--- src/rtl/dnsx_pkg.sv ---
`default_nettype none
// ----------------------------------------------------------------------------
// dnsx_pkg
// Shared types and constants for the DNS AAAA answer extractor.
// ----------------------------------------------------------------------------
package dnsx_pkg;

    localparam logic [7:0]  MAX_NAME_CHARS = 8'd255;
    localparam logic [15:0] TYPE_AAAA      = 16'd28;
    localparam logic [7:0]  DOT_CHAR       = 8'h2E;
    localparam logic [15:0] POS_SAT        = 16'hFFFF;

    typedef enum logic [1:0] {
        ST_OK        = 2'd0,
        ST_NO_ANSWER = 2'd1,
        ST_MISMATCH  = 2'd2,
        ST_MALFORMED = 2'd3
    } t_status;

    typedef struct packed {
        logic [7:0] msg_byte;
        logic       last_byte;
    } t_item;

    typedef struct packed {
        logic        out_kind;
        logic [7:0]  name_char;
        logic [15:0] msg_id;
        logic [15:0] answer_count;
        logic [15:0] answer_type;
        logic [31:0] ttl;
        logic [63:0] addr_high;
        logic [63:0] addr_low;
        t_status     status;
        logic        end_mark;
    } t_result;

endpackage
`default_nettype wire

--- src/rtl/dnsx_in_reg.sv ---
`default_nettype none
// ----------------------------------------------------------------------------
// dnsx_in_reg
// Input register: holds one message byte until the parser takes it.
// ----------------------------------------------------------------------------
module dnsx_in_reg (
    input  wire            i_clk,
    input  wire            i_rst_n,
    input  wire            i_valid,
    output logic           o_ready,
    input  dnsx_pkg::t_item i_item,
    input  wire            i_take,
    output logic           o_valid,
    output dnsx_pkg::t_item o_item
);
    import dnsx_pkg::*;

    logic  r_valid;
    t_item r_item;

    assign o_ready = !r_valid || i_take;
    assign o_valid = r_valid;
    assign o_item  = r_item;

    always_ff @(posedge i_clk) begin
        if (!i_rst_n) begin
            r_valid <= 1'b0;
        end else if (o_ready) begin
            r_valid <= i_valid;
        end
    end

    always_ff @(posedge i_clk) begin
        if (i_valid && o_ready) begin
            r_item <= i_item;
        end
    end

endmodule
`default_nettype wire

--- src/rtl/dnsx_parse.sv ---
`default_nettype none
// ----------------------------------------------------------------------------
// dnsx_parse
// Per-message parse state: header capture, name decode, answer capture and
// end-of-message summary. State advances once per item taken.
// ----------------------------------------------------------------------------
module dnsx_parse (
    input  wire              i_clk,
    input  wire              i_rst_n,
    input  wire              i_cfg_we,
    input  wire [15:0]       i_cfg_data,
    input  wire              i_fire,
    input  dnsx_pkg::t_item  i_item,
    output logic             o_res_valid,
    output dnsx_pkg::t_result o_res
);
    import dnsx_pkg::*;

    typedef enum logic [1:0] {
        PH_HEADER = 2'd0,
        PH_LEN    = 2'd1,
        PH_LABEL  = 2'd2,
        PH_DONE   = 2'd3
    } t_phase;

    logic [15:0] r_wanted;
    logic [15:0] r_pos,    n_pos;
    t_phase      r_phase,  n_phase;
    logic [7:0]  r_left,   n_left;
    logic        r_first,  n_first;
    logic [15:0] r_end,    n_end;
    logic [7:0]  r_count,  n_count;
    logic        r_long,   n_long;
    logic [15:0] r_id,     n_id;
    logic [15:0] r_ancnt,  n_ancnt;
    logic [15:0] r_type,   n_type;
    logic [31:0] r_ttl,    n_ttl;
    logic [63:0] r_ahi,    n_ahi;
    logic [63:0] r_alo,    n_alo;

    logic        emit_req;
    logic [7:0]  emit_c;
    logic        emit_ok;
    logic [15:0] rel;
    logic [16:0] eff;
    logic [16:0] end8;
    logic [16:0] end32;
    t_status     st;
    logic [7:0]  b;

    assign b = i_item.msg_byte;

    always_comb begin
        n_pos   = r_pos;
        n_phase = r_phase;
        n_left  = r_left;
        n_first = r_first;
        n_end   = r_end;
        n_count = r_count;
        n_long  = r_long;
        n_id    = r_id;
        n_ancnt = r_ancnt;
        n_type  = r_type;
        n_ttl   = r_ttl;
        n_ahi   = r_ahi;
        n_alo   = r_alo;
        emit_req = 1'b0;
        emit_c   = 8'd0;
        rel      = r_pos - r_end;

        case (r_phase)
            PH_HEADER: begin
                if (r_pos == 16'd0 || r_pos == 16'd1) begin
                    n_id = {r_id[7:0], b};
                end else if (r_pos == 16'd6 || r_pos == 16'd7) begin
                    n_ancnt = {r_ancnt[7:0], b};
                end
                if (r_pos >= 16'd11) begin
                    n_phase = PH_LEN;
                end
            end
            PH_LEN: begin
                if (b == 8'd0) begin
                    n_end   = r_pos;
                    n_phase = PH_DONE;
                end else begin
                    n_left  = b;
                    n_phase = PH_LABEL;
                    if (!r_first) begin
                        emit_req = 1'b1;
                        emit_c   = DOT_CHAR;
                    end
                    n_first = 1'b0;
                end
            end
            PH_LABEL: begin
                emit_req = 1'b1;
                emit_c   = b;
                n_left   = r_left - 8'd1;
                if (n_left == 8'd0) begin
                    n_phase = PH_LEN;
                end
            end
            default: begin
                if (r_pos != POS_SAT) begin
                    if (rel == 16'd7 || rel == 16'd8) begin
                        n_type = {r_type[7:0], b};
                    end else if (rel >= 16'd11 && rel <= 16'd14) begin
                        n_ttl = {r_ttl[23:0], b};
                    end else if (rel >= 16'd17 && rel <= 16'd24) begin
                        n_ahi = {r_ahi[55:0], b};
                    end else if (rel >= 16'd25 && rel <= 16'd32) begin
                        n_alo = {r_alo[55:0], b};
                    end
                end
            end
        endcase

        emit_ok = emit_req && (r_count < MAX_NAME_CHARS);
        if (emit_req && !emit_ok) begin
            n_long = 1'b1;
        end
        if (emit_ok) begin
            n_count = r_count + 8'd1;
        end

        if (r_pos != POS_SAT) begin
            n_pos = r_pos + 16'd1;
        end

        // summary status from the state after this byte
        eff   = (r_pos == POS_SAT) ? {1'b0, POS_SAT - 16'd1} : {1'b0, r_pos};
        end8  = {1'b0, n_end} + 17'd8;
        end32 = {1'b0, n_end} + 17'd32;
        if (n_phase != PH_DONE || n_long) begin
            st = ST_MALFORMED;
        end else if (n_ancnt == 16'd0) begin
            st = ST_NO_ANSWER;
        end else if (eff < end8) begin
            st = ST_MALFORMED;
        end else if (n_type != r_wanted) begin
            st = ST_MISMATCH;
        end else if (eff < end32) begin
            st = ST_MALFORMED;
        end else begin
            st = ST_OK;
        end

        o_res       = '0;
        o_res_valid = 1'b0;
        if (i_item.last_byte) begin
            o_res_valid        = 1'b1;
            o_res.out_kind     = 1'b1;
            o_res.msg_id       = n_id;
            o_res.answer_count = n_ancnt;
            o_res.answer_type  = n_type;
            o_res.ttl          = n_ttl;
            o_res.addr_high    = n_ahi;
            o_res.addr_low     = n_alo;
            o_res.status       = st;
            o_res.end_mark     = 1'b1;
            n_pos   = 16'd0;
            n_phase = PH_HEADER;
            n_left  = 8'd0;
            n_first = 1'b1;
            n_end   = 16'd0;
            n_count = 8'd0;
            n_long  = 1'b0;
            n_id    = 16'd0;
            n_ancnt = 16'd0;
            n_type  = 16'd0;
            n_ttl   = 32'd0;
            n_ahi   = 64'd0;
            n_alo   = 64'd0;
        end else if (emit_ok) begin
            o_res_valid     = 1'b1;
            o_res.name_char = emit_c;
        end
    end

    always_ff @(posedge i_clk) begin
        if (!i_rst_n) begin
            r_wanted <= TYPE_AAAA;
        end else if (i_cfg_we) begin
            r_wanted <= i_cfg_data;
        end
    end

    always_ff @(posedge i_clk) begin
        if (!i_rst_n) begin
            r_pos   <= 16'd0;
            r_phase <= PH_HEADER;
            r_left  <= 8'd0;
            r_first <= 1'b1;
            r_end   <= 16'd0;
            r_count <= 8'd0;
            r_long  <= 1'b0;
            r_id    <= 16'd0;
            r_ancnt <= 16'd0;
            r_type  <= 16'd0;
            r_ttl   <= 32'd0;
            r_ahi   <= 64'd0;
            r_alo   <= 64'd0;
        end else if (i_fire) begin
            r_pos   <= n_pos;
            r_phase <= n_phase;
            r_left  <= n_left;
            r_first <= n_first;
            r_end   <= n_end;
            r_count <= n_count;
            r_long  <= n_long;
            r_id    <= n_id;
            r_ancnt <= n_ancnt;
            r_type  <= n_type;
            r_ttl   <= n_ttl;
            r_ahi   <= n_ahi;
            r_alo   <= n_alo;
        end
    end

endmodule
`default_nettype wire

--- src/rtl/dnsx_out_reg.sv ---
`default_nettype none
// ----------------------------------------------------------------------------
// dnsx_out_reg
// Result register: holds one result item until the consumer takes it.
// ----------------------------------------------------------------------------
module dnsx_out_reg (
    input  wire               i_clk,
    input  wire               i_rst_n,
    input  wire               i_load,
    input  wire               i_load_valid,
    input  dnsx_pkg::t_result i_res,
    input  wire               i_ready,
    output logic              o_free,
    output logic              o_valid,
    output dnsx_pkg::t_result o_res
);
    import dnsx_pkg::*;

    logic    r_valid;
    t_result r_res;

    assign o_free  = !r_valid || i_ready;
    assign o_valid = r_valid;
    assign o_res   = r_res;

    always_ff @(posedge i_clk) begin
        if (!i_rst_n) begin
            r_valid <= 1'b0;
        end else if (i_load) begin
            r_valid <= i_load_valid;
        end else if (i_ready) begin
            r_valid <= 1'b0;
        end
    end

    always_ff @(posedge i_clk) begin
        if (i_load && i_load_valid) begin
            r_res <= i_res;
        end
    end

endmodule
`default_nettype wire

--- src/rtl/dns_aaaa_answer_extractor.sv ---
`default_nettype none
// A result item passes from the input register through the combinational
// parser into the result register.
// Throughput: one byte per cycle when not stalled; the parse state updates in a single step.
// A stalled result register holds the parser and the input register.
// Reset (synchronous, active low) clears all message state and sets the
// wanted type to 28.
// ----------------------------------------------------------------------------
// dns_aaaa_answer_extractor
// Parses a DNS response byte stream, streams the question name and reports
// the first answer's type, TTL and address with a status.
// ----------------------------------------------------------------------------
module dns_aaaa_answer_extractor (
    input  wire         i_clk,
    input  wire         i_rst_n,
    input  wire         i_valid,
    output logic        o_ready,
    input  wire  [7:0]  i_msg_byte,
    input  wire         i_last_byte,
    input  wire         i_cfg_we,
    input  wire  [15:0] i_cfg_data,
    output logic        o_valid,
    input  wire         i_ready,
    output logic        o_out_kind,
    output logic [7:0]  o_name_char,
    output logic [15:0] o_msg_id,
    output logic [15:0] o_answer_count,
    output logic [15:0] o_answer_type,
    output logic [31:0] o_ttl,
    output logic [63:0] o_addr_high,
    output logic [63:0] o_addr_low,
    output logic [1:0]  o_status,
    output logic        o_end_mark
);
    import dnsx_pkg::*;

    t_item   in_item;
    t_item   q_item;
    logic    q_valid;
    logic    fire;
    logic    out_free;
    logic    res_valid;
    t_result res;
    t_result out_res;

    assign in_item.msg_byte  = i_msg_byte;
    assign in_item.last_byte = i_last_byte;
    assign fire = q_valid && out_free;

    dnsx_in_reg u_in (
        .i_clk   (i_clk),
        .i_rst_n (i_rst_n),
        .i_valid (i_valid),
        .o_ready (o_ready),
        .i_item  (in_item),
        .i_take  (fire),
        .o_valid (q_valid),
        .o_item  (q_item)
    );

    dnsx_parse u_parse (
        .i_clk       (i_clk),
        .i_rst_n     (i_rst_n),
        .i_cfg_we    (i_cfg_we),
        .i_cfg_data  (i_cfg_data),
        .i_fire      (fire),
        .i_item      (q_item),
        .o_res_valid (res_valid),
        .o_res       (res)
    );

    dnsx_out_reg u_out (
        .i_clk        (i_clk),
        .i_rst_n      (i_rst_n),
        .i_load       (fire),
        .i_load_valid (res_valid),
        .i_res        (res),
        .i_ready      (i_ready),
        .o_free       (out_free),
        .o_valid      (o_valid),
        .o_res        (out_res)
    );

    assign o_out_kind     = out_res.out_kind;
    assign o_name_char    = out_res.name_char;
    assign o_msg_id       = out_res.msg_id;
    assign o_answer_count = out_res.answer_count;
    assign o_answer_type  = out_res.answer_type;
    assign o_ttl          = out_res.ttl;
    assign o_addr_high    = out_res.addr_high;
    assign o_addr_low     = out_res.addr_low;
    assign o_status       = out_res.status;
    assign o_end_mark     = out_res.end_mark;

    a_summary_marked: assert property (@(posedge i_clk) disable iff (!i_rst_n)
        o_valid |-> (o_out_kind == o_end_mark))
        else $error("end mark does not follow item kind");

    a_char_clean: assert property (@(posedge i_clk) disable iff (!i_rst_n)
        (o_valid && !o_out_kind) |-> (o_msg_id == 16'd0 && o_status == ST_OK))
        else $error("name character item carries summary fields");

    a_ok_has_answers: assert property (@(posedge i_clk) disable iff (!i_rst_n)
        (o_valid && o_out_kind && o_status == ST_OK) |-> (o_answer_count != 16'd0))
        else $error("ok status with no answers");

    a_no_answer: assert property (@(posedge i_clk) disable iff (!i_rst_n)
        (o_valid && o_out_kind && o_status == ST_NO_ANSWER) |-> (o_answer_count == 16'd0))
        else $error("no-answer status with answers present");

endmodule
`default_nettype wire
--- config.mk ---
export PLATFORM = sky130hd
export DESIGN_NAME = dns_aaaa_answer_extractor
export DESIGN_NICKNAME = d
export VERILOG_FILES = /design/src/rtl/dnsx_pkg.sv /design/src/rtl/dnsx_in_reg.sv /design/src/rtl/dnsx_parse.sv /design/src/rtl/dnsx_out_reg.sv /design/src/rtl/dns_aaaa_answer_extractor.sv
export SDC_FILE = /design/constraint.sdc
export NUM_CORES = 1
export LEC_CHECK = 0
export BUFFER_PORTS_ARGS = -buffer_cell sky130_fd_sc_hd__buf_4
export CAP_MARGIN = 25
export CORE_UTILIZATION = 45
export DETAILED_ROUTE_END_ITERATION = 16
export GPL_TIMING_DRIVEN = 0
export PLACE_DENSITY = 0.63
export SYNTH_ARGS = -nofsm -noshare
export SYNTH_HDL_FRONTEND = slang
export SYNTH_HIERARCHICAL = 1
export SYNTH_SLANG_ARGS = --single-unit
--- constraint.sdc ---
create_clock -name i_clk -period 11.5 [get_ports i_clk]
set_input_delay 2.3 -clock i_clk [delete_from_list [all_inputs] [get_ports i_clk]]
set_output_delay 2.3 -clock i_clk [all_outputs]
set_load 0.005 [all_outputs]
* Yosys cells after proc, flatten, opt, wreduce, memory -nomap -nowiden
Index checks and enable logic that the tools add are counted.
** Operators by class
- Shift operators :: 0
- Divide/modulo/power cells :: 0
- Multiply operators :: 0
- $lt $le $gt $ge :: 10
- Mux-type cells :: 67
- Reduce and logical (&&, ||, !) cells :: 33
- Add/sub/neg operators :: 6
- Equality and inequality tests :: 13
- Bitwise gates (word level) :: 1
** Operator list (count)
- $mux 64 :: 13
- $mux 16 :: 17
- $mux 32 :: 5
- $eq 16x3->1 const B :: 3
- $mux 8 :: 5
- $lt 17x17->1 :: 2
- $ge 16x4->1 const B :: 2
- $ge 16x5->1 const B :: 2
- $logic_not 16->1 :: 2
- $pmux 8 s2 :: 2
- $add 16x4->17 const B :: 1
- $add 16x6->17 const B :: 1
- $add 16x1->16 const B :: 1
- $eq 16x1->1 const B :: 1
- $eq 16x16->1 const B :: 1
- $eq 16x4->1 const B :: 1
- $le 16x4->1 const B :: 1
- $le 16x5->1 const B :: 1
- $le 16x6->1 const B :: 1
- $logic_not 8->1 :: 2
- $mux 2 :: 8
- $ne 16x16->1 :: 1
- $ne 16x16->1 const B :: 1
- $sub 16x16->16 :: 1
- other kinds (22) :: 55
** Storage, ports and cells
- Flip-flop bits (word level) :: 507
- Logic and storage cells :: 158
- Input bits :: 30
- Memories kept :: 0
- Bits in latches :: 0
- Bits in read-only memories :: 0
- Memory bits (writable) :: 0
- Output and inout port bits :: 222

* Depth between registers and ports, before layout
Gate-level depths: netlist of run 1.
- Depth after elaboration :: 11
- Gate-level depth with buffers :: 23
- Mapped depth without buffers :: 21

* Cells and area by module
The synthesis of run 1 kept the hierarchy.
** By module, submodules not included
- dnsx_parse :: sequential area each 5525.3 um^2, cells each 2460, area an instance 18836.8 um^2, times used 1
- dnsx_out_reg :: sequential area each 6626.4 um^2, cells each 225, area an instance 6657.6 um^2, times used 1
- dnsx_in_reg :: sequential area each 290.3 um^2, cells each 14, area an instance 327.8 um^2, times used 1
- dns_aaaa_answer_extractor :: sequential area each 0.0 um^2, cells each 1, area an instance 6.3 um^2, times used 1

* Least setup slack after synthesis of run 1
OpenSTA, ideal clock, no wires.
- Path type :: input to output
- From :: input i_ready
- To :: output o_ready
- Setup slack :: 6377 ps
- Buffers on the path :: 0
- Arrival :: 2823 ps
- Stages :: 3
- Cell sequence :: or2b_1 -> and2_1 -> nand2b_4
** On the way
- Longest elaborated chain between the ends :: 3
** Ends and longest elaborated chain
- start: declaration :: line dns_aaaa_answer_extractor.sv:23 : input wire i_ready,
- $logic_or 1x1->1 :: line dnsx_out_reg.sv:22 : assign o_free = !r_valid || i_ready;
- $logic_and 1x1->1 :: line dns_aaaa_answer_extractor.sv:48 : assign fire = q_valid && out_free;
- via fire :: line dns_aaaa_answer_extractor.sv:40 : logic fire;
- $logic_or 1x1->1 :: line dnsx_in_reg.sv:21 : assign o_ready = !r_valid || i_take;
- end: declaration :: line dns_aaaa_answer_extractor.sv:17 : output logic o_ready,
The timed path passes the listed nets, and every way through them passes these cells.

* Final worst setup path of run 1
- From :: register u_in.r_item, in the netlist u_in/o_item[6]
- To :: register u_out.r_res, in the netlist u_out/o_res[1] (data pin)
** On the way
- Longest elaborated chain between the ends :: 10
- Elaborated cells between the ends (all ways) :: 30
- Those cells by class :: 2 x add/sub; 2 x order compare; 2 x eq/ne; 18 x mux; 6 x reduce/logical
** Ends and longest elaborated chain
- start: declaration :: line dnsx_in_reg.sv:19 : t_item r_item;
- start signal: assignment :: line dnsx_in_reg.sv:35 : r_item <= i_item;
- $logic_not 8->1 :: line dnsx_parse.sv:83 : if (b == 8'd0) begin
- $mux 16 :: line dnsx_parse.sv:83
- $mux 16 :: line dnsx_parse.sv:71 : case (r_phase)
- $add 16x6->17 :: line dnsx_parse.sv:134 : end32 = {1'b0, n_end} + 17'd32;
- $lt 17x17->1 :: line dnsx_parse.sv:143 : end else if (eff < end32) begin
- $mux 2 :: line dnsx_parse.sv:143
- $mux 2 :: line dnsx_parse.sv:141 : end else if (n_type != r_wanted) begin
- $mux 2 :: line dnsx_parse.sv:139 : end else if (eff < end8) begin
- $mux 2 :: line dnsx_parse.sv:137 : end else if (n_ancnt == 16'd0) begin
- $mux 2 (*) :: line dnsx_parse.sv:135 : if (n_phase != PH_DONE || n_long) begin
- end signal: assignment :: line dnsx_out_reg.sv:38 : r_res <= i_res;
- end: declaration :: line dnsx_out_reg.sv:20 : t_result r_res;
Every way passes the cells marked *; elsewhere a longest branch is shown, timed or not.
A chain may end at the register's enable or synchronous reset.

==> metrics.md, run 1 <==
| Metric | Value |
|---|---|
| Outcome | finished, final reports clean |
| Setup TNS | 0 ps |
| Startpoint types | register |
| Hold Vio Cnt, Final | 0 |
| Achievable frequency | 175 MHz |
| Reg power frac | 48.7% |
| Drt pass-1 iters | 5 |
| RSZ-0062 raised after global routing | false |
| Clk slew on worst S/H paths | 60 ps |
| Most frequent cells in the layout | nand2_1 (446), dfxtp_1 (278), buf_4 (253) |
| Clock sinks | 507 |
| Die height | 242 um |
| Post-Synthesis Cells | 2700 |
| Core area | 56500 um^2 |
| Max Buffers Root-to-Sink | 3 |
| Largest family of logic cells by synthesized area | compound AO/OA/AOI/OAI gates |
| Max-slew violation count | 0 |
| DRC viols | 0 |
| HP Class | reg2reg |
| Compound-Gate Fraction of Synth Area | 22.1% |
| Iter 0 DRT Violations | 1962 |
| Tot Pwr | 3.95 mW |
| R2r startpoint | u_in/o_item[6]$_DFFE_PP_ |
| Crit share post-route | 49.8% |
| Adder-cell share of the synthesized area | 2.84% |
| CTS tree | yes |
| Flops & latches, synth | 507 |
| CP max-delay cell | clkbuf_1 |
| Crit path DAT | 6130 ps |
| Total wire length | 78400 um |
| Synth area leaders | edfxtp_1 (27%), dfxtp_1 (22%), nand2_1 (6.5%) |
| Initial antenna violation count | 0 |
| EDFF count, synth | 229 |
| Largest net degree at the start of global routing | 73 |
| Dpl cells | 3711 |
| Synth Area in Simple Gates | 18.4% |
| Post-synthesis xor/xnor area fraction | 2.10% |
| Area leader, netlist | edfxtp_1 |
| Combinational power share | 5.6% |
| Number of global-route vias before repair | 20723 |
| Avg Synthesized Cell Area | 9.57 um^2 |
| Switch Pwr | 0.904 mW |
| Wire per inst | 20.6 um |
| Worst-path cell chain | clkbuf_1 -> nor4_1 -> nand3_1 -> clkbuf_1 -> buf_1 -> mux2i_1 -> inv_1 -> ha_1 -> and3_1 -> and2_1 -> and3_1 -> nor3_1 -> a21oi_1 -> ha_1 -> nor3_1 -> a21oi_1 -> o21ai_0 -> a41oi_1 -> o22ai_1 -> nand3_1 -> o41ai_2 |
| TritonCTS Buffers | 54 |
| Worst slew pin tran | 1050 ps |
| Worst reg2reg setup slack | 5770 ps |
| Share of the synthesized area in the top cell type | 26.6% |
| Worst Hold End | u_parse/r_first$_SDFFE_PN1P_ |
| Final setup margin | 5770 ps |
| Setup Crit Path Kind | reg2reg |
| P_leak | 10.8 nW |
| Layout cells sized above 1 | 12.7% |
| Antenna Nets Post-Route | 0 |
| Critical Path Fanout Max | 10 |
| Vias per cell | 5.69 |
| Initial Utilization | 45.7% |
| Layout Nets | 3099 |
| DIE WIDTH | 242 um |
| Hold-fix buffers at CTS | 0 |
| Setup bufs post-CTS | 0 |
| R2R depth | 21 |
| Clk_skew | 28.4 ps |
| Area grow syn2layout | 18.5% |
| Worst slew margin | 30.2% |
| Worst Path Required | 11900 ps |
| Die area | 58400 um^2 |
| Post-synth cell types | 78 |
| Switching Fraction | 22.9% |
| H-tree depth | 2 |
| Core Util, Final | 54.2% |
| # rows | 87 |
| Clock latency on the worst-skew pair | 620 ps |
| Pwr Density | 129 nW/um^2 |
| First-pass GRT wire length | 119000 um |
| R2R Path End | u_out/o_res[1]$_DFFE_PP_ |
| Worst Setup End Kind | register |
| Main flop type after synthesis | dfxtp_1 |
| Place WS | 5850 ps |
| Gr ovfl total | 0 |
| WHS Path Cells | 1 |
| CP peak stage delay | 590 ps |
| Maxcap violations | 0 |
| GP Congestion | 0.950 |
| Vias | 21689 |
| Hold path startpoint | u_parse/r_first$_SDFFE_PN1P_ |
| Antenna cells | 0 |
| Hpwl dp | 56300 um |
| GRT Overall Usage | 25.9% |
| YS warnings | 6 |
| Post-synth ARST share | 0% |
| Clock root cell | clkbuf_16 |
| Filler-free cell count of the finished design | 3813 |
| Mapped Area | 25800 um^2 |
| Synthesized net count | 2788 |
| Maximum vdd drop | 0.000147 V |
| Post-synthesis mux area share | 2.06% |
| I/O Buffers | 250 |
| Pint | 3.05 mW |
| Seq/Total Area, Yosys | 48.2% |
| Final setup violation count | 0 |
| Final Critical Period | 5730 ps |
| # IOs | 252 |
| Post-CTS sizing | 0 |
| Clock share of power | 45.7% |
| Most common cell after layout, fill and taps aside | nand2_1 |
## kinds of logic (layout without fill, tap and decap cells)
kind of cell,Yosys count,after routing
adder cells (fa/ha/maj),58,58
multiplexers,53,53
XOR/XNOR,62,62
buffers and inverters,287,644
flip-flops,507,507
AND/OR/NAND/NOR,961,961
AO/OA/AOI/OAI,772,772
## critical path: cells and delay by family (launching register included)
family	cells	cell delay [ps]
buf+inv	4	1610
flops	1	320
simple gates	8	1760
compound gates	6	1000
mux	1	290
fa+ha+maj	2	540
## through the flow
stage | hold WS (ps) | cell area, um^2
after floorplan | 417 | 25800
after global routing | 458 | 30600
after global placement | 427 | 28700
after detailed placement | 432 | 28700
final | 450 | 30600
after CTS | 447 | 30600
## how the worst max path moves through the flow
stage	start	to	slack [ps]	cells past startpoint
5_1_grt	u_in/o_item[6]$_DFFE_PP_	u_out/o_res[1]$_DFFE_PP_	5390	21
2_1_floorplan	i_ready	o_ready	6380	3
6_report	u_in/o_item[6]$_DFFE_PP_	u_out/o_res[1]$_DFFE_PP_	5770	21
3_5_place_dp	u_in/o_item[6]$_DFFE_PP_	u_out/o_res[1]$_DFFE_PP_	5850	23
3_3_place_gp	u_in/o_item[6]$_DFFE_PP_	u_out/o_res[1]$_DFFE_PP_	5890	21
4_1_cts	u_in/o_item[6]$_DFFE_PP_	u_out/o_res[2]$_DFFE_PP_	5800	23
## flip-flops by register name, summed over array words and instances (netlist names), 32 cells and up
name / cells
u_parse/r_ahi: 64
u_parse/r_alo: 64
u_parse/r_ttl: 32
u_out/o_res: 220
## synthesized netlist by cell type, drive strengths merged (52+ instances only)
master,instances
nor2b,109
o2bb2ai,158
clkbuf,184
dfxtp,278
ha,57
and2,184
a22oi,186
nor2,72
mux2i,52
nand2,446
edfxtp,229
o21ai,56
a21oi,81
a21boi,186
inv,54
## power groups by stage
stage	logic (mW)	clock network, mW	registers, mW
after floorplan	0.115	0	1.96
after global placement	0.211	0	1.97
after detailed placement	0.218	0	1.96
after CTS	0.218	1.85	1.93
after global routing	0.234	1.91	1.93
final	0.220	1.81	1.93
## area by class of cell
type	instances	area (um^2)
timing repair buffer	255	1960
multi-input combinational	1906	12300
clock inverter	21	246
clock buffer	81	1620
sequential	507	12400
tap	756	946
buffer	233	915
inverter	54	203
fill	5030	25900
## routing by layer
layer / up-vias / track usage, % / share of wire (%)
met5: - / 0 / 0
met4: 0 / 8.41 / 2.8
met3: 132 / 3.60 / 6.5
met2: 799 / 41.5 / 46
met1: 10453 / 36.0 / 45
li1: 10305 / - / -
Power figures use the tool's default switching activity.
==> inputs of run 2 (changes only) <==
- ABC_AREA: not set -> 1
- PLACE_DENSITY: 0.63 -> 0.66
- clock period: 11.5 -> 4.61 ns (I/O delays scaled with it)
==> run 2 against run 1 <==
  * Final area decreased by 3.6%
  * Final cell count rose by 11%
  * Power grew to 2.6 times the previous value
  * Setup slack got worse by 5500 ps
  * First-iteration DRC count up 3.2%
  * Largest cell class unchanged
==> metrics.md, run 2 <==
| Metric | Value |
|---|---|
| Number of global-route vias before repair | 19913 |
| Most frequent cells in the layout | nand2_1 (667), inv_1 (526), nor2_1 (417) |
| GP Congestion | 0.912 |
| Mapped Area | 24400 um^2 |
| Largest register FFs | 220 |
| Die height | 235 um |
| Iter 0 DRT Violations | 2025 |
| Place WS | -293 ps |
| Critical Path Fanout Max | 10 |
| Hold-fix buffers at CTS | 0 |
| Filler-free cell count of the finished design | 4229 |
| Clock latency on the worst-skew pair | 610 ps |
| Initial Utilization | 45.5% |
| Most common cell after layout, fill and taps aside | nand2_1 |
| Vias per cell | 5.08 |
| Avg Synthesized Cell Area | 7.76 um^2 |
| H-tree depth | 2 |
| Gr ovfl total | 0 |
| Layout Nets | 3575 |
| Total wire length | 69300 um |
| Worst Path Required | 4940 ps |
| Maximum vdd drop | 0.000279 V |
| DRC viols | 0 |
| Vias | 21504 |
| Final setup violation count | 0 |
| Setup Crit Path Kind | reg2reg |
| Outcome | finished, final reports clean |
| Hpwl dp | 49100 um |
| Max Buffers Root-to-Sink | 3 |
| Dpl cells | 4099 |
| Pwr Density | 343 nW/um^2 |
| Finished Cell Area | 29500 um^2 |
| Clock root cell | clkbuf_16 |
| Hold Vio Cnt, Final | 0 |
| Startpoint types | register |
| Worst Setup End Kind | register |
| GRT Overall Usage | 24.8% |
| YS warnings | 6 |
| Share of the synthesized area in the top cell type | 28.2% |
| Clk slew on worst S/H paths | 60 ps |
| DIE WIDTH | 235 um |
| Achievable frequency | 232 MHz |
| Maxcap violations | 0 |
| Post-synth ARST share | 0% |
| Antenna Nets Post-Route | 0 |
| First-pass GRT wire length | 109000 um |
| I/O Buffers | 251 |
| Synth area leaders | edfxtp_1 (28%), dfxtp_1 (23%), nand2_1 (10%) |
| Die area | 55200 um^2 |
| TritonCTS Buffers | 54 |
| Drt pass-1 iters | 6 |
| Core area | 53700 um^2 |
| Synthesized net count | 3235 |
| P_leak | 11.8 nW |
| Clk_skew | 21.3 ps |
| Antenna cells | 0 |
| Setup TNS | 0 ps |
| Layout cells sized above 1 | 13.4% |
| # rows | 85 |
| Seq/Total Area, Yosys | 51.0% |
| HP Class | reg2reg |
| Crit share post-route | 93.3% |
| Post-Synthesis Cells | 3147 |
| Max-slew violation count | 0 |
| # IOs | 252 |
| Largest net degree at the start of global routing | 46 |
| Post-synth top cells | nand2_1 (669), inv_1 (538), nor2_1 (418), dfxtp_1 (278), edfxtp_1 (229) |
| Area grow syn2layout | 20.9% |
| CTS tree | yes |
| Wire per inst | 16.4 um |
| DP Area | 27300 um^2 |
| Clock sinks | 507 |
| Final setup margin | 307 ps |
| EDFF count, synth | 229 |
| Initial antenna violation count | 2 |
| Worst slew margin | 29.1% |
| Top-count cell post-synth | nand2_1 |
| Main flop type after synthesis | dfxtp_1 |
| Worst slew pin tran | 1060 ps |
| Flops & latches, synth | 507 |
| Crit path DAT | 4630 ps |
| Area leader, netlist | edfxtp_1 |
| Post-synth cell types | 50 |
| Final Critical Period | 4300 ps |
run 2: cell count changes in the layout (fill, tap and decap cells not counted), moves of 78 or more:
cell       before  now
inv_1          54  526
nor2_1         72  417
nand2_1       446  667
a22oi_1       186    0
a21boi_0      180    0
and2_1        182    2
o2bb2ai_1     158    0
o21ai_1         2  159
nor2b_1       109    0
o22ai_1        18  121
a21oi_1        81  171
clkbuf_1      200  122
run 2: worst paths after layout:
check | start | endpoint | slack [ps] | cells after the start
min reg2reg | u_parse/r_alo[59]$_SDFFE_PN0P_ | u_parse/r_alo[59]$_SDFFE_PN0P_ | 470 | 2
max reg2reg | u_in/o_item[2]$_DFFE_PP_ | u_out/o_res[2]$_DFFE_PP_ | 310 | 26
max | u_in/o_item[2]$_DFFE_PP_ | u_out/o_res[2]$_DFFE_PP_ | 310 | 26
min | u_parse/r_alo[59]$_SDFFE_PN0P_ | u_parse/r_alo[59]$_SDFFE_PN0P_ | 470 | 2
run 2: metal layers:
layer	vias to the layer above	wire (um)	GRT usage (%)
li1	10756	-	-
met1	9881	31900	35.9
met2	744	30600	38.2
met3	123	4740	3.40
met4	0	2110	7.91
met5	-	0	0
run 2: kinds of logic (layout without fill, tap and decap cells):
group                      count (synthesis)  in the layout  share of synthesized area [%]
and+or+nand+nor                         1256           1256                           20.7
buffers and inverters                    723           1109                           11.6
AOI/OAI and AO/OA                        575            575                           12.8
DFF                                      507            507                           51.0
adders and majority gates                 58             58                           3.00
xor gates and xnor gates                  27             27                          0.969
muxes                                      1              1                         0.0410
run 2: where the power goes:
| part | total [mW] | switching (mW) | leakage [nW] | internal [mW] |
|---|---|---|---|---|
| Sequential | 4.83 | 0.0491 | 4.35 | 4.78 |
| Combinational | 0.598 | 0.405 | 6.46 | 0.192 |
| Clock | 4.71 | 1.87 | 0.946 | 2.84 |
run 2: repair_timing:
| item | CTS | global route |
|---|---|---|
| pin swaps | 0 | 3 |
| hold endpoints to repair | 0 | 0 |
| endpoints found under the setup margin | 2 | 2 |
| setup buffers | 11 | 17 |
| resized for setup | 4 | 22 |
run 2: worst max-delay path, stage by stage (launching register included):
cell      delay, ps
edfxtp_1        550
inv_2           160
nand4_1         180
nor2_4          210
nand2_4         100
buf_2           190
o21ai_1         500
nor2_1           80
inv_1            90
nor2_1           80
xor2_1          170
ha_1            330
nand4_1         110
inv_1            80
nand4_1          70
o21ai_0         270
nand2_1          90
nand2_1         100
nand3_1          70
nand2_1          60
nand2_1          40
nand2_1          50
nand2_1          80
nor2_1          110
nand3_1          80
nand2_1          80
a21oi_2          70
run 2: area by class of cell:
cell class	instances	area [um^2]
clock buffer	72	1520
tap	696	871
buffer	172	759
multi-input combinational	1917	9230
timing repair buffer	284	2190
inverter	551	2080
fill	5035	24200
sequential	507	12400
clock inverter	30	405
run 2: metrics by stage:
| stage | utilization (%) | total power, mW | hold slack (ps) |
|---|---|---|---|
| after global placement | 50.6 | 5.50 | 452 |
| after CTS | 54.6 | 10.2 | 465 |
| after global routing | 54.9 | 10.5 | 473 |
| after detailed placement | 50.8 | 5.49 | 455 |
| after floorplan | - | 5.20 | 434 |
| final | 54.9 | 10.1 | 467 |
